`src/hdl/iqgf_rootdiv.sv`:
```
// ----------------------------------------------------------------------------
// iqgf_rootdiv: shared iterative square root and divider
// One 64-bit subtract-and-compare per cycle, 32 steps per operation; computes
// floor sqrt of a 64-bit value or a 32-bit quotient of num / den.
// ----------------------------------------------------------------------------
module iqgf_rootdiv (
	input  logic        clk,
	input  logic        arst_n,
	input  logic        start,
	input  logic        is_root,
	input  logic [63:0] num,
	input  logic [31:0] den,
	output logic        busy,
	output logic        done,
	output logic [31:0] res
);

	logic        busy_q, done_q, root_q;
	logic [4:0]  cnt_q;
	logic [63:0] n_q, r_q, bit_q;
	logic [31:0] rem_q, den_q;
	logic [63:0] lhs, rhs;
	logic [64:0] diff;
	logic        ge;

	// root: n - (res + bit); divide: shifted remainder - den
	assign lhs  = root_q ? n_q : {31'b0, rem_q, n_q[63]};
	assign rhs  = root_q ? (r_q + bit_q) : {32'b0, den_q};
	assign diff = {1'b0, lhs} - {1'b0, rhs};
	assign ge   = ~diff[64];

	always_ff @(posedge clk or negedge arst_n) begin
		if (!arst_n) begin
			busy_q <= 1'b0;
			done_q <= 1'b0;
			cnt_q  <= '0;
		end else begin
			done_q <= busy_q && (cnt_q == '0);
			if (start) begin
				busy_q <= 1'b1;
				cnt_q  <= '1;
			end else if (busy_q) begin
				cnt_q <= cnt_q - 5'd1;
				if (cnt_q == '0)
					busy_q <= 1'b0;
			end
		end
	end

	always_ff @(posedge clk) begin
		if (start) begin
			root_q <= is_root;
			den_q  <= den;
			r_q    <= '0;
			bit_q  <= 64'h4000_0000_0000_0000;
			if (is_root) begin
				n_q   <= num;
				rem_q <= '0;
			end else begin
				n_q   <= {num[31:0], 32'b0};
				rem_q <= num[63:32];
			end
		end else if (busy_q) begin
			if (root_q) begin
				if (ge) begin
					n_q <= diff[63:0];
					r_q <= (r_q >> 1) + bit_q;
				end else begin
					r_q <= r_q >> 1;
				end
				bit_q <= bit_q >> 2;
			end else begin
				rem_q <= ge ? diff[31:0] : {rem_q[30:0], n_q[63]};
				n_q   <= n_q << 1;
				r_q   <= {r_q[62:0], ge};
			end
		end
	end

	assign busy = busy_q;
	assign done = done_q;
	assign res  = r_q[31:0];

endmodule

```
`config.mk`:
```
export PLATFORM = sky130hd
export DESIGN_NAME = iqgf_rootdiv
export DESIGN_NICKNAME = d
export VERILOG_FILES = /design/src/hdl/iqgf_rootdiv.sv
export SDC_FILE = /design/constraint.sdc
export NUM_CORES = 1
export LEC_CHECK = 0
export BUFFER_PORTS_ARGS = -buffer_cell sky130_fd_sc_hd__buf_4
export CAP_MARGIN = 0
export CORE_MARGIN = 2
export CORE_UTILIZATION = 40
export CTS_CLUSTER_DIAMETER = 30
export CTS_CLUSTER_SIZE = 8
export DETAILED_ROUTE_END_ITERATION = 10
export PLACE_DENSITY = 0.58
export SLEW_MARGIN = 10
export SYNTH_ARGS = -nofsm -noshare
export SYNTH_HDL_FRONTEND = slang
export SYNTH_SLANG_ARGS = --single-unit
export TNS_END_PERCENT = 1
```
`constraint.sdc`:
```
create_clock -name clk -period 9.5 [get_ports clk]
set_input_delay 1.9 -clock clk [delete_from_list [all_inputs] [get_ports clk]]
set_output_delay 1.9 -clock clk [all_outputs]
set_load 0.02 [all_outputs]
```
==> results by group <==
Status
  – Status: complete, no violations

Yosys
  – Synth Warn #: 0
  – Post-synthesis instance total: 2579
  – Post-synth EDFFs: 129
  – Netlist cell types: 84
  – Top_reg_cell synth: edfxtp_1
  – Async SR Flop Fraction: 0.0302
  – Synthesized area: 20700 um2
  – Seq/Total Area, Yosys: 0.289
  – Synth Net Count: 2818
  – Yosys reg bits: around 230
  – Synthesized area per cell: 8.02 um2

Global route
  – Vias in the first global route: 19.1k
  – GR Overflow Total: 0
  – GRT Util Overall: 0.262
  – Initial antenna violation count: 0
  – Pin count of the biggest net entering global routing: 128
  – First-pass GRT wire length: 111 mm

Route
  – Final WL: 71.0 mm
  – Antenna viol nets, final: 0
  – 1st-iter DRT viols: 1698
  – DRC Markers: 0
  – Drt pass-1 iters: 6
  – Vias per Instance: 5.94
  – WL/cell: 21.3 um
  – DR vias: slightly below 20k

Min path
  – Hold Path Cell Cnt: 2
  – Min-Delay Path Class: register to register

Worst setup path
  – Worst path required time: 9720 ps
  – Crit path DAT: 7430 ps
  – CP Max Fanout: 36
  – Cell repeated most along the worst path: nand2_1
  – Worst path max stage delay: 660 ps
  – Worst R2R Path Depth: 22
  – Setup crit start kind: register
  – Worst-path cell with the longest stage delay: nand2b_2
  – Critical Path, Cell by Cell: ha_1 -> nand2_1 -> nor4_1 -> nand4b_1 -> o32ai_1 -> o31a_1 -> nand4_1 -> a21o_1 -> o21ai_1 -> a21oi_1 -> xnor2_1 -> nand2_1 -> ha_1 -> and3_1 -> nand2_1 -> o21ai_0 -> a211o_1 -> o21a_1 -> and2_4 -> o21ai_0 -> nand2b_2 -> buf_4
  – Crit. End Element: register
  – CP Class: register to register

CTS
  – Root buffer cell: clkbuf_16
  – Clk slew on worst S/H paths: 40 ps
  – CTS tree: done
  – Post_cts resized: 0
  – H-tree lvl count: 3
  – Longest Clk Path Bufs: 3
  – Latest clock arrival within the worst-skew pair: 610 ps
  – CTS buffer count: 73
  – Clk sink count: 232
  – Hold Buf Count CTS: 0
  – Postcts setup bufs: 0

Timing
  – Finish-stage setup viols: 0
  – Period utilisation layout: 0.758
  – Fmax: 0.139 GHz
  – Rel. slew slack: 0.385
  – Clk_skew: roughly 34 ps
  – RSZ-0062 raised after global routing: no
  – Hold WS: about 500 ps
  – Worst slew pin tran: slightly above 900 ps
  – Tmin final: 7210 ps
  – Final Hold Fails: 0
  – Slew Limit Fails: 0
  – Fin Setup TNS: 0 ps

Power
  – Leak pwr: 9.56 nW
  – Logic pwr share: 0.446
  – Clock group share of total power: 0.332
  – Switching power: ~3.0 mW
  – Int Power: 4.38 mW
  – Sequential share of power: 0.222
  – Net Sw Frac: 0.406
  – Power Total: 7.37 mW
  – Worst IR Drop VDD: 0.162 mV
  – Cell area power density: 304 nW/um2

Die
  – Die ar.: 53500 um2
  – Initial Util: 0.404
  – Core Area: 51200 um2
  – Die height: 231 um
  – Die X: 231 um
  – Ports: 134
  – Row count: 83

Layout
  – # diodes: 0
  – FILL cells: 4961
  – Layout cells sized above 1: 0.135
  – Non-filler cells, final: 3338
  – Area growth syn-to-layout: 17.2%
  – Fin nets: between 2k and 3k

Job
  – Max Cap Viol: 0

Placed design
  – Placed Cells: roughly 3.2k
  – Hpwl dp: 51.6 mm
  – Port bufs: 133
  – Gpl congestion: between 0.9 and 1
-- stage by stage --
stage	setup slack (ps)	util	area (um2)
2_1_floorplan	2960	-	20700
3_3_place_gp	2290	0.425	21800
3_5_place_dp	2240	0.425	21800
4_1_cts	2190	0.474	24200
5_1_grt	1610	0.474	24200
6_report	2290	0.474	24200
-- cells by family (layout without fill, tap and decap cells) --
family | count (synthesis) | in the layout | synth area share
and+or+nand+nor | 830 | 830 | 0.184
muxes | 138 | 138 | 0.0696
adders and majority gates | 139 | 139 | 0.0844
DFF | 232 | 232 | 0.289
AOI/OAI and AO/OA | 819 | 819 | 0.247
xor gates and xnor gates | 174 | 174 | 0.0737
buffers and inverters | 247 | 326 | 0.0533
-- cells in the mapped netlist (10+ instances only) --
master | instances | area share
o31ai_1 | 15 | 0.0054
nor2_1 | 180 | 0.033
nand3_1 | 33 | 0.0080
nor3_1 | 29 | 0.0070
a22oi_1 | 10 | 0.0036
nor2b_1 | 23 | 0.0070
nand2_1 | 369 | 0.067
xnor2_1 | 111 | 0.047
xor2_1 | 63 | 0.027
a31o_2 | 20 | 0.0085
buf_4 | 35 | 0.013
o211ai_1 | 15 | 0.0054
o21ai_0 | 198 | 0.048
o21bai_1 | 30 | 0.011
and3_1 | 17 | 0.0051
o2bb2ai_1 | 13 | 0.0055
clkbuf_1 | 123 | 0.022
nor3b_1 | 18 | 0.0065
ha_1 | 138 | 0.083
mux2_2 | 47 | 0.026
a31oi_1 | 71 | 0.021
buf_2 | 28 | 0.0068
inv_1 | 40 | 0.0073
dfxtp_1 | 96 | 0.093
nor4_1 | 11 | 0.0033
mux2i_1 | 91 | 0.044
o21a_1 | 15 | 0.0054
a21oi_1 | 239 | 0.058
nand2b_1 | 26 | 0.0079
and2_1 | 44 | 0.013
edfxtp_1 | 129 | 0.19
o22ai_1 | 21 | 0.0064
a21o_1 | 54 | 0.020
buf_1 | 19 | 0.0034
nand4_1 | 42 | 0.013
or3_1 | 16 | 0.0048
a211oi_1 | 39 | 0.014
-- power groups by stage --
| stage | clock network, mW | logic [mW] | registers [mW] |
|---|---|---|---|
| 3_5_place_dp | 0 | 3.23 | 1.64 |
| 2_1_floorplan | 0 | 2.49 | 1.51 |
| 5_1_grt | 2.54 | 3.60 | 1.67 |
| 4_1_cts | 2.47 | 3.25 | 1.63 |
| 6_report | 2.45 | 3.29 | 1.63 |
| 3_3_place_gp | 0 | 3.22 | 1.63 |
-- worst paths after layout --
check | to | start | slack [ps]
worst min register to register | bit_q[0] | bit_q[0] | 490
worst min-delay path | bit_q[0] | bit_q[0] | 490
min in group asynchronous | cnt_q[1] | arst_n | 1120
max in group asynchronous | busy | arst_n | 8250
worst max-delay path | n_q[13] | r_q[38] | 2290
worst max register to register | n_q[13] | r_q[38] | 2290
-- layer usage --
metal / GRT usage / vias to the layer above / share of wire
met5: 0 / - / 0
met4: 0.0813 / 0 / 0.022
met3: 0.0320 / 99 / 0.060
met2: 0.410 / 693 / 0.44
met1: 0.375 / 9549 / 0.47
li1: - / 9489 / -
-- critical path, delay by kind of cell, from the launching register on --
kind | cells | cell delay (ps)
AO/OA/AOI/OAI | 9 | 2300
adder cells (fa/ha/maj) | 2 | 870
XOR/XNOR | 1 | 160
flip-flops | 1 | 410
buffers and inverters | 1 | 600
AND/OR/NAND/NOR | 9 | 2430
-- area by class of cell --
type,instances,area [um2],share of cell area
clock inverters,43,522,0.0215
flip-flops and latches,232,5970,0.246
well taps,680,851,0.0351
repair buffers,152,1160,0.0478
multi-input cells,2100,13600,0.562
inverters,40,150,0.00619
clock buffers,91,1970,0.0811
-- cells in the final DEF (no fill, tap or decap), types with 13 or more instances in the layout --
cell type  netlist  routed
or3_1           16      16
dfxtp_1         96      96
inv_1           40      39
nor2_1         180     179
o2bb2ai_1       13      13
nand3_1         33      33
o21a_1          15      15
o21ai_0        198     198
nand4_1         42      42
nand2b_1        26      25
a31o_2          20      20
nor2b_1         23      22
a21oi_1        239     239
xnor2_1        111     111
mux2_2          47      47
clkinv_2         0      19
nand2_1        369     368
buf_4           35     150
edfxtp_1       129     129
o22ai_1         21      21
a21o_1          54      54
xor2_1          63      63
and3_1          17      17
a211oi_1        39      39
o211ai_1        15      15
ha_1           138     138
nor3_1          29      29
mux2i_1         91      91
a31oi_1         71      71
o31ai_1         15      15
clkbuf_16        0      74
and2_1          44      43
o21bai_1        30      30
nor3b_1         18      18
-- flip-flops by register name (all words and copies together) (netlist names) --
register and cells:
cnt_q 5, rem_q 32, r_q 64, n_q 64, busy 1, done 1
root_q 1, den_q 32, bit_q 32
Power figures use the tool's default switching activity.
